[config.mk]
export PLATFORM = sky130hd
export DESIGN_NAME = prba_ctrl
export DESIGN_NICKNAME = d
export VERILOG_FILES = /design/src/design/prba_pkg.sv /design/src/design/prba_ctrl.sv
export VERILOG_INCLUDE_DIRS = /design/src /design/src/design
export SDC_FILE = /design/constraint.sdc
export NUM_CORES = 1
export LEC_CHECK = 0
export BUFFER_PORTS_ARGS = -buffer_cell sky130_fd_sc_hd__buf_2
export CAP_MARGIN = 40
export CORE_UTILIZATION = 30
export DETAILED_ROUTE_END_ITERATION = 8
export GPL_ROUTABILITY_DRIVEN = 0
export MAX_ROUTING_LAYER = met4
export PLACE_DENSITY = 0.48
export SKIP_LAST_GASP = 1
export SYNTH_ARGS = -nofsm -noshare
export SYNTH_HDL_FRONTEND = slang
export SYNTH_SLANG_ARGS = --single-unit
[constraint.sdc]
create_clock -name aclk -period 5.4 [get_ports aclk]
set_clock_uncertainty 0.05 [all_clocks]
set_input_delay 1.08 -clock aclk [delete_from_list [all_inputs] [get_ports aclk]]
set_output_delay 1.08 -clock aclk [all_outputs]
set_load 0.05 [all_outputs]
[src/design/assert_macros.svh]
// assertion helpers shared by the rtl
`ifndef ASSERT_MACROS_SVH
`define ASSERT_MACROS_SVH

// property must hold at every clock edge outside reset
`define ASSERT_AT(lbl, clk, rstn, prop, msg) \
    lbl: assert property (@(posedge clk) disable iff (!(rstn)) (prop)) else $error(msg);

// condition must never be seen outside reset
`define ASSERT_NEVER(lbl, clk, rstn, cond, msg) \
    lbl: assert property (@(posedge clk) disable iff (!(rstn)) !(cond)) else $error(msg);

`endif

[src/design/prba_pkg.sv]
package prba_pkg;

    // default geometry
    localparam int unsigned PAGES_DEF   = 32'h1000;
    localparam int unsigned MAX_RUN_DEF = 256;

    // fixed field widths
    localparam int unsigned LEN_W   = 9;
    localparam int unsigned START_W = 12;
    localparam int unsigned OLEN_W  = 13;
    localparam int unsigned ST_W    = 2;
    localparam int unsigned FLD_W   = 2;

    // opcodes
    localparam logic OPC_ALLOC = 1'b0;
    localparam logic OPC_FREE  = 1'b1;

    // page map field codes
    localparam logic [FLD_W-1:0] FLD_FREE = 2'b00;
    localparam logic [FLD_W-1:0] FLD_HEAD = 2'b01;
    localparam logic [FLD_W-1:0] FLD_CONT = 2'b11;

    // status codes
    localparam logic [ST_W-1:0] ST_OK      = 2'd0;
    localparam logic [ST_W-1:0] ST_NOSPACE = 2'd1;
    localparam logic [ST_W-1:0] ST_ZEROLEN = 2'd2;
    localparam logic [ST_W-1:0] ST_RANGE   = 2'd3;

    // one result item
    typedef struct packed {
        logic [START_W-1:0] start;
        logic [OLEN_W-1:0]  length;
        logic [ST_W-1:0]    status;
    } result_t;

    // command item into the controller
    typedef struct packed {
        logic               opcode;
        logic [LEN_W-1:0]   req_length;
        logic [START_W-1:0] page_start;
    } cmd_t;

endpackage

[src/design/prba_ctrl.sv]
`include "assert_macros.svh"

module prba_ctrl #(
    parameter int unsigned PAGES   = prba_pkg::PAGES_DEF,
    parameter int unsigned MAX_RUN = prba_pkg::MAX_RUN_DEF
) (
    input  logic                     aclk,
    input  logic                     aresetn,
    input  logic                     cmd_valid,
    output logic                     cmd_ready,
    input  prba_pkg::cmd_t           cmd,
    output logic                     res_valid,
    input  logic                     res_ready,
    output prba_pkg::result_t        res,
    output logic                     mem_we,
    output logic [$clog2(PAGES)-1:0] mem_waddr,
    output logic [prba_pkg::FLD_W-1:0] mem_wdata,
    output logic [$clog2(PAGES)-1:0] mem_raddr,
    input  logic [prba_pkg::FLD_W-1:0] mem_rdata
);
    import prba_pkg::*;

    localparam int unsigned AW = $clog2(PAGES);
    localparam int unsigned CW = AW + 1;

    typedef enum logic [2:0] {CLEAR, IDLE, SCAN, MARK, FREE, DONE} state_t;

    state_t            state_reg, state_next;
    logic [CW-1:0]     idx_reg, idx_next;
    logic              dv_reg, dv_next;
    logic [AW-1:0]     daddr_reg, daddr_next;
    logic [LEN_W-1:0]  run_reg, run_next;
    logic [LEN_W-1:0]  len_reg, len_next;
    logic [AW-1:0]     start_reg, start_next;
    logic [CW-1:0]     count_reg, count_next;
    result_t           res_reg, res_next;

    logic              accept;
    logic              at_last;
    logic [LEN_W-1:0]  run_inc;
    logic [AW-1:0]     s_calc;

    assign accept    = cmd_valid && (state_reg == IDLE);
    assign cmd_ready = (state_reg == IDLE);
    assign res_valid = (state_reg == DONE);
    assign res       = res_reg;
    assign mem_raddr = idx_reg[AW-1:0];
    assign at_last   = (daddr_reg == AW'(PAGES - 1));
    assign run_inc   = mem_rdata[0] ? '0 : run_reg + LEN_W'(1);
    assign s_calc    = AW'({1'b0, daddr_reg} + CW'(1) - CW'(len_reg));

    // next state and memory port control
    always_comb begin
        state_next = state_reg;
        idx_next   = idx_reg;
        dv_next    = 1'b0;
        daddr_next = daddr_reg;
        run_next   = run_reg;
        len_next   = len_reg;
        start_next = start_reg;
        count_next = count_reg;
        res_next   = res_reg;
        mem_we     = 1'b0;
        mem_waddr  = idx_reg[AW-1:0];
        mem_wdata  = FLD_FREE;
        unique case (state_reg)
            CLEAR: begin
                mem_we   = 1'b1;
                idx_next = idx_reg + CW'(1);
                if (idx_reg[AW-1:0] == AW'(PAGES - 1)) begin
                    state_next = IDLE;
                end
            end
            IDLE: begin
                if (accept) begin
                    if (cmd.opcode == OPC_ALLOC) begin
                        len_next = cmd.req_length;
                        if (cmd.req_length == '0) begin
                            res_next   = '{start: '0, length: '0, status: ST_ZEROLEN};
                            state_next = DONE;
                        end else if (32'(cmd.req_length) > 32'(MAX_RUN) ||
                                     32'(cmd.req_length) > 32'(PAGES)) begin
                            res_next   = '{start: '0, length: '0, status: ST_NOSPACE};
                            state_next = DONE;
                        end else begin
                            idx_next   = '0;
                            run_next   = '0;
                            state_next = SCAN;
                        end
                    end else begin
                        if (32'(cmd.page_start) >= 32'(PAGES)) begin
                            res_next   = '{start: cmd.page_start, length: '0,
                                           status: ST_RANGE};
                            state_next = DONE;
                        end else begin
                            // start page is always cleared and counted
                            mem_we     = 1'b1;
                            mem_waddr  = AW'(cmd.page_start);
                            start_next = AW'(cmd.page_start);
                            count_next = CW'(1);
                            idx_next   = CW'(cmd.page_start) + CW'(1);
                            if (AW'(cmd.page_start) == AW'(PAGES - 1)) begin
                                res_next   = '{start: cmd.page_start, length: OLEN_W'(1),
                                               status: ST_OK};
                                state_next = DONE;
                            end else begin
                                state_next = FREE;
                            end
                        end
                    end
                end
            end
            SCAN: begin
                // issue next read while checking the previous one
                if (idx_reg < CW'(PAGES)) begin
                    idx_next = idx_reg + CW'(1);
                    dv_next  = 1'b1;
                end
                daddr_next = idx_reg[AW-1:0];
                if (dv_reg) begin
                    run_next = run_inc;
                    if (run_inc == len_reg) begin
                        start_next = s_calc;
                        idx_next   = CW'(s_calc);
                        daddr_next = daddr_reg;
                        state_next = MARK;
                    end else if (at_last) begin
                        res_next   = '{start: '0, length: '0, status: ST_NOSPACE};
                        state_next = DONE;
                    end
                end
            end
            MARK: begin
                // write head then continuation fields up to the run end
                mem_we    = 1'b1;
                mem_wdata = (idx_reg[AW-1:0] == start_reg) ? FLD_HEAD : FLD_CONT;
                idx_next  = idx_reg + CW'(1);
                if (idx_reg[AW-1:0] == daddr_reg) begin
                    res_next   = '{start: START_W'(start_reg), length: OLEN_W'(len_reg),
                                   status: ST_OK};
                    state_next = DONE;
                end
            end
            FREE: begin
                if (idx_reg < CW'(PAGES)) begin
                    idx_next = idx_reg + CW'(1);
                    dv_next  = 1'b1;
                end
                daddr_next = idx_reg[AW-1:0];
                if (dv_reg) begin
                    if (mem_rdata == FLD_HEAD || mem_rdata == FLD_FREE) begin
                        res_next   = '{start: START_W'(start_reg),
                                       length: OLEN_W'(count_reg), status: ST_OK};
                        state_next = DONE;
                    end else begin
                        mem_we     = 1'b1;
                        mem_waddr  = daddr_reg;
                        count_next = count_reg + CW'(1);
                        if (at_last) begin
                            res_next   = '{start: START_W'(start_reg),
                                           length: OLEN_W'(count_reg + CW'(1)),
                                           status: ST_OK};
                            state_next = DONE;
                        end
                    end
                end
            end
            DONE: begin
                if (res_ready) begin
                    state_next = IDLE;
                end
            end
            default: begin
                state_next = IDLE;
            end
        endcase
    end

    // state and registered outputs
    always_ff @(posedge aclk) begin
        if (!aresetn) begin
            state_reg <= CLEAR;
            idx_reg   <= '0;
            dv_reg    <= 1'b0;
        end else begin
            state_reg <= state_next;
            idx_reg   <= idx_next;
            dv_reg    <= dv_next;
        end
        daddr_reg <= daddr_next;
        run_reg   <= run_next;
        len_reg   <= len_next;
        start_reg <= start_next;
        count_reg <= count_next;
        res_reg   <= res_next;
    end

    `ASSERT_AT(a_scan_run_below_len, aclk, aresetn, (state_reg == SCAN) |-> (run_reg < len_reg), "run count reached request inside scan")
    `ASSERT_AT(a_mark_exit, aclk, aresetn, (state_reg == MARK) |=> (state_reg == MARK || state_reg == DONE), "mark left without result")
    `ASSERT_NEVER(a_free_count_zero, aclk, aresetn, (state_reg == FREE) && (count_reg == '0), "free walk lost start page")

endmodule

* Yosys cells after proc, flatten, opt, wreduce, memory -nomap -nowiden *
Index checks and enable logic that the tools add are counted.

storage, ports and cells
  output and inout bits = 56
  flip-flop bits (word level) = 99
  word-level logic and storage cells = 141
  input port bits = 28

cells by class
  multiplexer cells = 68
  $add $sub $neg = 6
  magnitude comparators = 2
  reduce and logical (&&, ||, !) cells = 21
  eq/ne operators = 32
  bitwise logic cells = 1

operators by type and width
  cell                                                             count
  27-bit two-way mux                                               12
  13-bit two-way mux                                               11
  12-bit two-way mux                                               10
  27-bit case mux with 4 select lines                              1
  12-bit case mux with 2 select lines                              3
  9-bit two-way mux                                                6
  13-bit case mux with 4 select lines                              1
  12-bit equality test, second input constant                      3
  3-bit two-way mux                                                12
  13-bit by 1-bit adder with 13-bit output, second input constant  2
  13-bit case mux with 2 select lines                              1
  12-bit equality test                                             2
  2-bit inequality test, second input constant                     11
  3-bit case mux with 6 select lines                               1
  9-bit case mux with 2 select lines                               1
  12-bit by 1-bit adder with 13-bit output, second input constant  1
  13-bit < comparator, second input constant                       1
  12-bit by 1-bit adder with 12-bit output, second input constant  1
  3-bit inequality test, second input constant                     4
  6-bit AND reduction                                              2
  12-bit by 9-bit subtractor with 12-bit output                    1
  10-bit AND reduction                                             1
  5-bit AND reduction                                              2
  9-bit by 1-bit adder with 9-bit output, second input constant    1
  other kinds (24)                                                 39

* Depth between registers and ports, before layout *
Gate-level depths: netlist of the first run.

  word-level depth = 6
  gate-level depth with buffers = 14
  mapped depth without buffers = 14

* Least setup slack after synthesis of the first run *
Ideal clock, no wire load.

  path kind = input to register
  start = in mem_rdata[0] (netlist bit)
  end = reg start_reg[0], enable pin
  setup slack = 1.138 ns
  stages on the path = 8
  data required time = 4.950 ns
  library setup time = 0.400 ns
  arrival time = 3.812 ns
  buffers on the path = 2
  cell sequence = clkbuf_1 > nor2_1 > a2111oi_1 > o311ai_2 > a2111oi_4 > buf_6 > nor2_1 > a211oi_1

between the ends
  longest elaborated chain between the ends = 4

RTL lines
  item                                    RTL line          RTL
  start: declaration                      prba_ctrl.sv:19   input logic [prba_pkg::FLD_W-1:0] mem_rdata
  9-bit two-way mux                       prba_ctrl.sv:49   assign run_inc = mem_rdata[0] ? '0 : run_reg + LEN_W'(1);
  9-bit equality test                     prba_ctrl.sv:122  if (run_inc == len_reg) begin
  2-bit inequality test (no source line)  -
  5-bit AND reduction (no source line)    -
  end signal: assignment                  prba_ctrl.sv:193  start_reg <= start_next;
  end: declaration                        prba_ctrl.sv:34   logic [AW-1:0] start_reg, start_next;

No other way between the ends.
A chain may end at the register's enable or synchronous reset.

* Worst setup path after layout of the first run *
  start = reg state_reg[1]
  end = out mem_waddr[4]

between the ends
  longest elaborated chain between the ends = 4
  elaborated cells on any way between the ends = 5
  those cells by class = eq/ne: 2; mux: 2; reduce/logical: 1

RTL lines
  item                                            RTL line                          RTL
  start: declaration                              prba_ctrl.sv:28                   state_t state_reg, state_next;
  start signal: assignment                        prba_ctrl.sv:186                  state_reg <= state_next;
  3-bit by 1-bit equality test with 1-bit output  prba_ctrl.sv:43, prba_ctrl.sv:66
  1-bit logical AND                               prba_ctrl.sv:43                   assign accept = cmd_valid && (state_reg == IDLE);
  12-bit two-way mux                              prba_ctrl.sv:75                   if (accept) begin
  12-bit case mux with 2 select lines *           prba_ctrl.sv:66                   unique case (state_reg)
  end: declaration                                prba_ctrl.sv:16                   output logic [$clog2(PAGES)-1:0] mem_waddr,

Mark *: on every way between the ends. The rest lies on a longest branch, timed or not.

==> results.yml, run 1 <==
sta:
  rsz0062_at_grt: "no"
  post-route-period-util_pct: 77.72
  tightest_slew_ns: 0.6777
  fmax_ghz: 0.2383
  setup_viol_count_final: 0
  hold_viol_final: 0
  holdWs_ns: 0.5646
  period_needed_ns: 4.197
  max_slew_margin_pct: 54.76
  fin_tns_setup_ns: 0
  maxSlewViolCount: 0
run_status:
  status: "completed"
logic_synthesis:
  synthSimpleGateAreaFrac_pct: 18.83
  syn_area_sq_mm: 0.006849
  synth_flop_cell: "edfxtp_1"
  ys_ff_latch: 99
  avgSynthCellArea_sq_um: 9.132
  netlist_instances: 750
  synthAdderAreaFrac_pct: 5.225
  synth_largest_area_cell: "edfxtp_1"
  synth_top_family_by_area: "simple AND/OR/NAND/NOR gates"
  synth_xor_area_share_pct: 10.94
  synthArstFlopShare_pct: 0
  synth-edff-count: 82
  synthTopCellsByArea: "edfxtp_1 36%, xnor2_1 6.4%, nand2_1 5.1%"
  synthMuxAreaShare_pct: 1.352
  syn-num-nets: 806
  yosysMostFrequentCell: "nand2_1"
  ys_types: 67
  synth_common_cells: "93 x nand2_1, 82 x edfxtp_1, 69 x nor2_1"
  synth_compound_area_share_pct: 17.28
  ys_seq_area_share_pct: 40.92
  synth_top_cell_area_share_pct: 35.95
  synth_warnings: 0
floorplan:
  die_x_um: 153.1
  die_y_um: 153.1
  rows: 54
  die-area_sq_mm: 0.02344
  io_pins: 84
  core_area_sq_mm: 0.02209
  initial_utilization_pct: 31.00
worst_setup_path:
  rr_startpoint: "run_reg[0]"
  worstSetupPathType: "register to output pin"
  crit_chain: "nor2_1 -> and2_1 -> and3_1 -> nor2_1 -> buf_4 -> nand2_1 -> nand2_1 -> buf_2"
  cp_num_buf_inv: 2
  critPathMaxFanout: 16
  arrival_ns: 3.07
  rrSetupSlack_ns: 1.87
  cp.required_ns: 4.27
  critPathCaptureType: "output pin"
  r2r_end: "res[26]"
  start_kind: "register"
  critPathSlowestCell: "dfxtp_1"
  slowest_delay_ns: 0.63
  crit_family: "simple AND/OR/NAND/NOR gates"
  r2r_cells: 10
drt:
  vias_per_cell: 5.281
  drtAntennaViolNets: 0
  wl_mm: 21.56
  vias: 5709
  drt-pass1-iter-count: 6
  drtIter0Drc: 505
  wire_per_inst_um: 19.95
  drc: 0
cts:
  h-tree-depth: 3
  cts_root_buffer: "clkbuf_16"
  clk_latency_ns: 0.36
  post_cts_buffers: 0
  clk_pin_slew_ns: 0.07
  cts.sinks: 99
  cts_tree: "done"
  cts_buffers: 9
  cts_max_path_buffers: 2
  cts_hold_buf: 0
  ctsResizeCount: 0
grt:
  antenna_found_initial: 0
  grt_remaining_overflow: 0
  grt_pass1_vias: 5575
  grt_max_degree: 31
  grt_usage_pct: 19.52
  grt_pass1_wl_mm: 33.49
power:
  finalPower_mw: 1.590
  leakagePower_nw: 3.041
  peakVddDrop_v: 0.0001029
  power_density_mw_per_mm2: 205.7
cells_and_area:
  area_growth_pct: 12.88
  drive_gt1_share_pct: 15.23
  final_util_pct: 34.99
  final_nets: 852
  layoutNonFillerInstCount: 1081
  diodes: 0
  largest_reg_flops: 27
min_path:
  worstHoldEndpoint: "res[25]"
  min_path_cells: 1
  hold_path_class: "register to register"
  hp-start: "start_reg[10]"
place:
  dp_hpwl_mm: 16.18
  numPortBuffers: 83
  place_inst: 1065
job:
  drv_cap: 0
-- stage by stage --
stage          area, sq um  setup slack, ns
2_1_floorplan         6849            1.138
3_3_place_gp          7418            1.569
3_5_place_dp          7437            1.585
4_1_cts               7731            1.222
5_1_grt               7731           0.9787
6_report              7731            1.203
-- worst max-delay path by stage --
stage,from,endpoint,cells past startpoint
5_1_grt,state_reg[1],mem_waddr[4],8
3_3_place_gp,mem_rdata[0],idx_reg[11],9
4_1_cts,state_reg[1],mem_waddr[5],8
2_1_floorplan,mem_rdata[0],start_reg[0],8
6_report,state_reg[1],mem_waddr[4],8
3_5_place_dp,mem_rdata[0],start_reg[11],9
-- logic make-up after synthesis --
kind of cell	count (synthesis)
flops	99
xor+xnor	84
buf+inv	85
mux	9
simple gates	274
fa+ha+maj	28
compound gates	171
-- layout make-up --
cell class / count / area [sq um]
clock inverters: 6 / 65.06
multi-input cells: 566 / 3681
repair buffers: 95 / 509.2
fillers: 2259 / 14360
inverters: 25 / 93.84
well taps: 280 / 350.3
flip-flops and latches: 99 / 2803
clock buffers: 10 / 229.0
-- worst reg2reg max path: stages, from the launching register on --
cell and delay [ns]:
edfxtp_1 0.47, ha_1 0.30, xnor2_1 0.33, nor2_1 0.07, a2111oi_1 0.50, o311ai_2 0.24, a2111oi_2 0.58, o21ai_0 0.24
o21ai_0 0.15, nor2_2 0.04, buf_4 0.25
-- layer usage --
| layer | wire [um] | part of all wire (%) | track usage, % |
|---|---|---|---|
| met1 | 10600 | 49 | 27.81 |
| met2 | 9488 | 44 | 28.72 |
| met3 | 1167 | 5.4 | 2.864 |
| met4 | 308 | 1.4 | 5.002 |
| met5 | 0 | 0 | - |
-- where the power goes --
part | internal, mW | switching (mW)
Sequential | 0.821 | 0.00780
Combinational | 0.0338 | 0.0612
Clock | 0.361 | 0.306
Total | 1.22 | 0.375
-- placed cells by master, fill, tap and decap left out, types with 17 or more instances in the layout --
| cell type | instances |
|---|---|
| ha_1 | 27 |
| xor2_1 | 33 |
| dfxtp_1 | 17 |
| nand4_1 | 18 |
| o21ai_0 | 40 |
| a21oi_1 | 30 |
| edfxtp_1 | 82 |
| nand2_1 | 93 |
| nor2_1 | 68 |
| xnor2_1 | 50 |
| inv_1 | 25 |
| buf_2 | 83 |
(Power assumes the default switching activity.)
==> run 2: changes to the inputs <==
--- a/config.mk
+++ b/config.mk
@@ -12,7 +12,7 @@
 export DETAILED_ROUTE_END_ITERATION = 8
 export GPL_ROUTABILITY_DRIVEN = 0
 export MAX_ROUTING_LAYER = met4
-export PLACE_DENSITY = 0.48
+export PLACE_DENSITY = 0.49
 export SKIP_LAST_GASP = 1
 export SYNTH_ARGS = -nofsm -noshare
 export SYNTH_HDL_FRONTEND = slang
==> constraint.sdc (replaced) <==
create_clock -name aclk -period 3.45 [get_ports aclk]
set_clock_uncertainty 0.05 [all_clocks]
set_input_delay 0.69 -clock aclk [delete_from_list [all_inputs] [get_ports aclk]]
set_output_delay 0.69 -clock aclk [all_outputs]
set_load 0.05 [all_outputs]
==> results.yml, run 2 (synthesis gave the netlist of run 1 again) <==
worst_setup_path:
  endpoint: "start_reg[1]"
  critPathSlowestCell: "edfxtp_1"
  critPathCaptureType: "register"
  crit_cells: 9
  crit_top_cell: "nor2_1"
  start_kind: "register"
  crit_family: "compound AO/OA/AOI/OAI gates"
  rr_startpoint: "run_reg[0]"
  worstSetupPathType: "register to register"
  r2r_cells: 9
  r2r_end: "start_reg[1]"
  cp.required_ns: 3.45
  startpoint: "run_reg[0]"
  crit_chain: "ha_1 -> xnor2_1 -> nor2_1 -> a2111oi_1 -> o311ai_2 -> a2111oi_4 -> nor2_1 -> a211oi_4 -> buf_4"
  arrival_ns: 3.26
  cp_num_buf_inv: 1
  slowest_delay_ns: 0.46
  rrSetupSlack_ns: 0.20
  critPathMaxFanout: 12
cells_and_area:
  diodes: 0
  drive_gt1_share_pct: 16.93
  area_growth_pct: 14.80
  final_nets: 866
  layout_common_cells: "93 x nand2_1, 83 x buf_2, 82 x edfxtp_1, 68 x nor2_1, 50 x xnor2_1"
  layout_commonest_cell: "nand2_1"
  layoutNonFillerInstCount: 1095
  final_util_pct: 35.59
  largest_reg_flops: 27
sta:
  holdWs_ns: 0.4716
  maxSlewViolCount: 0
  fmax_ghz: 0.3073
  tightest_slew_ns: 0.7336
  finalWorstSetupSlack_ns: 0.1955
  max_slew_margin_pct: 51.03
  hold_viol_final: 0
  period_needed_ns: 3.254
  setup_viol_count_final: 0
  fin_tns_setup_ns: 0
  rsz0062_at_grt: "yes"
  post-route-period-util_pct: 94.33
power:
  leakagePower_nw: 3.113
  power_density_mw_per_mm2: 313.0
  peakVddDrop_v: 0.0001729
place:
  numPortBuffers: 83
  dp_slack_ns: 0.2037
  dp_hpwl_mm: 16.54
  place_inst: 1079
floorplan:
  rows: 54
  initial_utilization_pct: 31.00
  core_area_sq_mm: 0.02209
  die-area_sq_mm: 0.02344
  die_y_um: 153.1
  die_x_um: 153.1
  io_pins: 84
cts:
  clk_latency_ns: 0.35
  cts.sinks: 99
  cts_root_buffer: "clkbuf_16"
  cts_max_path_buffers: 2
  h-tree-depth: 3
  post_cts_buffers: 0
  clk_pin_slew_ns: 0.08
  cts_tree: "done"
  cts_buffers: 9
  ctsResizeCount: 0
  cts_hold_buf: 0
grt:
  grt_usage_pct: 19.57
  antenna_found_initial: 0
  grt_max_degree: 28
  grt_remaining_overflow: 0
  grt_pass1_wl_mm: 33.76
  grt_pass1_vias: 5555
drt:
  drt-pass1-iter-count: 5
  wire_per_inst_um: 20.01
  drc: 0
  drtAntennaViolNets: 0
  wl_mm: 21.91
  drtIter0Drc: 487
  vias: 5811
  vias_per_cell: 5.307
run_status:
  status: "completed"
min_path:
  hold_path_class: "input pin to register"
job:
  drv_cap: 0
==> run 2: changes by cell type in the layout (fill, tap and decap cells not counted), sizes merged <==
cell	change
buf	+14
bufinv	-1
clkbuf	-1
clkinv	-1
inv	+3
==> run 2: layout make-up <==
cell class / instances / area, sq um
repair buffers: 109 / 626.9
fillers: 2309 / 14230
multi-input cells: 566 / 3706
well taps: 280 / 350.3
clock inverters: 7 / 57.56
inverters: 25 / 93.84
clock buffers: 9 / 225.2
flip-flops and latches: 99 / 2803
==> run 2: where the power goes <==
group,leakage [nW],internal (mW),switching [mW]
Sequential,0.875,1.28,0.00754
Clock,0.142,0.504,0.507
Combinational,2.10,0.0558,0.103
Total,3.11,1.84,0.617
==> run 2: metrics by stage <==
| stage | power, mW | instance area (sq um) |
|---|---|---|
| 2_1_floorplan | 1.417 | 6864 |
| 3_3_place_gp | 1.476 | 7559 |
| 3_5_place_dp | 1.476 | 7559 |
| 4_1_cts | 2.486 | 7841 |
| 5_1_grt | 2.536 | 7863 |
| 6_report | 2.461 | 7863 |
==> run 2: how the worst min path moves through the flow <==
stage / start / end / slack [ns] / depth (start not counted)
6_report: cmd[18] / len_reg[6] / 0.47 / 1
5_1_grt: cmd[17] / len_reg[5] / 0.46 / 1
4_1_cts: cmd[17] / len_reg[5] / 0.46 / 1
3_5_place_dp: start_reg[8] / res[23] / 0.54 / 1
3_3_place_gp: start_reg[8] / res[23] / 0.54 / 1
2_1_floorplan: idx_reg[11] / daddr_reg[11] / 0.38 / 0
==> run 2: layer usage <==
metal	vias up	track usage, %	share of wire, %
met4	0	5.772	1.9
li1	2811	-	-
met1	2757	27.41	48
met5	-	-	0
met2	213	28.55	44
met3	30	3.572	6.1
==> run 3: changes to the inputs <==
--- a/config.mk
+++ b/config.mk
@@ -13,6 +13,7 @@
 export GPL_ROUTABILITY_DRIVEN = 0
 export MAX_ROUTING_LAYER = met4
 export PLACE_DENSITY = 0.49
+export RECOVER_POWER = 25
 export SKIP_LAST_GASP = 1
 export SYNTH_ARGS = -nofsm -noshare
 export SYNTH_HDL_FRONTEND = slang
==> results.yml, run 3 (synthesis gave the netlist of run 1 again) <==
worst_setup_path:
  critPathSlowestCell: "edfxtp_1"
  crit_top_cell: "nor2_1"
  start_kind: "register"
  worstSetupPathType: "register to register"
  critPathMaxFanout: 12
  crit_chain: "ha_1 -> xnor2_1 -> nor2_1 -> a2111oi_1 -> o311ai_2 -> a2111oi_4 -> nor2_1 -> a211oi_4 -> buf_4"
  slowest_delay_ns: 0.46
  critPathCaptureType: "register"
  crit_family: "compound AO/OA/AOI/OAI gates"
  arrival_ns: 3.26
  cp_num_buf_inv: 1
  cp.required_ns: 3.45
sta:
  period_needed_ns: 3.260
  fmax_ghz: 0.3067
  hold_viol_final: 0
  tightest_slew_ns: 1.036
  post-route-period-util_pct: 94.50
  max_slew_margin_pct: 30.91
  setup_viol_count_final: 0
  maxSlewViolCount: 0
  rsz0062_at_grt: "yes"
drt:
  drt-pass1-iter-count: 5
  vias: 5820
  wl_mm: 21.97
  vias_per_cell: 5.315
  drtIter0Drc: 460
  drtAntennaViolNets: 0
  wire_per_inst_um: 20.07
  drc: 0
floorplan:
  rows: 54
  die_x_um: 153.1
  die_y_um: 153.1
  core_area_sq_mm: 0.02209
  initial_utilization_pct: 31.00
  die-area_sq_mm: 0.02344
  io_pins: 84
cts:
  cts_max_path_buffers: 2
  ctsResizeCount: 0
  cts_hold_buf: 0
  clk_latency_ns: 0.35
  cts_tree: "done"
  cts.sinks: 99
  cts_buffers: 9
  clk_pin_slew_ns: 0.08
  cts_root_buffer: "clkbuf_16"
  h-tree-depth: 3
  post_cts_buffers: 0
power:
  finalPower_mw: 2.462
  peakVddDrop_v: 0.0001731
  power_density_mw_per_mm2: 316.0
  leakagePower_nw: 2.990
cells_and_area:
  drive_gt1_share_pct: 11.90
  area_growth_pct: 13.76
  seq_area_sq_mm: 0.002803
  diodes: 0
  layout_common_cells: "93 x nand2_1, 82 x edfxtp_1, 68 x nor2_1, 50 x xnor2_1, 50 x buf_2"
  multiInputGateArea_sq_mm: 0.003706
  final_util_pct: 35.26
  largest_reg_flops: 27
  final_nets: 866
  n_fill_cell: 2327
  layout_commonest_cell: "nand2_1"
place:
  numPortBuffers: 83
  dp_hpwl_mm: 16.54
grt:
  grt_usage_pct: 19.57
  grt_remaining_overflow: 0
  grt_pass1_wl_mm: 33.76
  antenna_found_initial: 0
  grt_max_degree: 28
  grt_pass1_vias: 5555
job:
  drv_cap: 0
min_path:
  hold_path_class: "input pin to register"
run_status:
  status: "completed"
-- run 3: final cells by class --
cell class | instances | area share (%)
sequential | 99 | 35.97
tap | 280 | 4.497
clock buffer | 9 | 2.891
timing repair buffer | 109 | 7.130
multi-input combinational | 566 | 47.57
clock inverter | 7 | 0.7387
inverter | 25 | 1.204
-- run 3: layer usage --
metal  GRT usage [%]  wire [um]  share of wire [%]
met5               -          0                  0
met4           5.772        376                1.7
met3           3.572       1345                6.1
met2           28.55       9587                 44
met1           27.41      10660                 49
-- run 3: final timing paths --
path,slack (ns),endpoint,cells after the start,startpoint
worst max-delay path,0.19,start_reg[1],9,run_reg[0]
worst min-delay path,0.47,len_reg[6],1,cmd[18]
worst max register to register,0.19,start_reg[1],9,run_reg[0]
worst min register to register,0.55,res[23],1,start_reg[8]
-- run 3: through the flow --
| step | instances | setup slack, ns | TNS (ns) | area (sq um) | hold slack, ns |
|---|---|---|---|---|---|
| 3_3_place_gp | 1079 | 0.2869 | 0 | 7559 | 0.5373 |
| 5_1_grt | 1095 | -0.01008 | -0.05246 | 7791 | 0.4597 |
| 3_5_place_dp | 1079 | 0.2037 | 0 | 7559 | 0.5391 |
| 2_1_floorplan | 750 | 0.1333 | 0 | 6864 | 0.3795 |
| 4_1_cts | 1095 | 0.1889 | 0 | 7841 | 0.4605 |
| 6_report | 1095 | 0.1899 | 0 | 7791 | 0.4720 |
-- run 3: report_power, final --
group / switching, mW / internal (mW) / leakage [nW]
Combinational: 0.104 / 0.0535 / 1.97
Sequential: 0.00753 / 1.28 / 0.875
Clock: 0.509 / 0.504 / 0.142
Total: 0.620 / 1.84 / 2.99
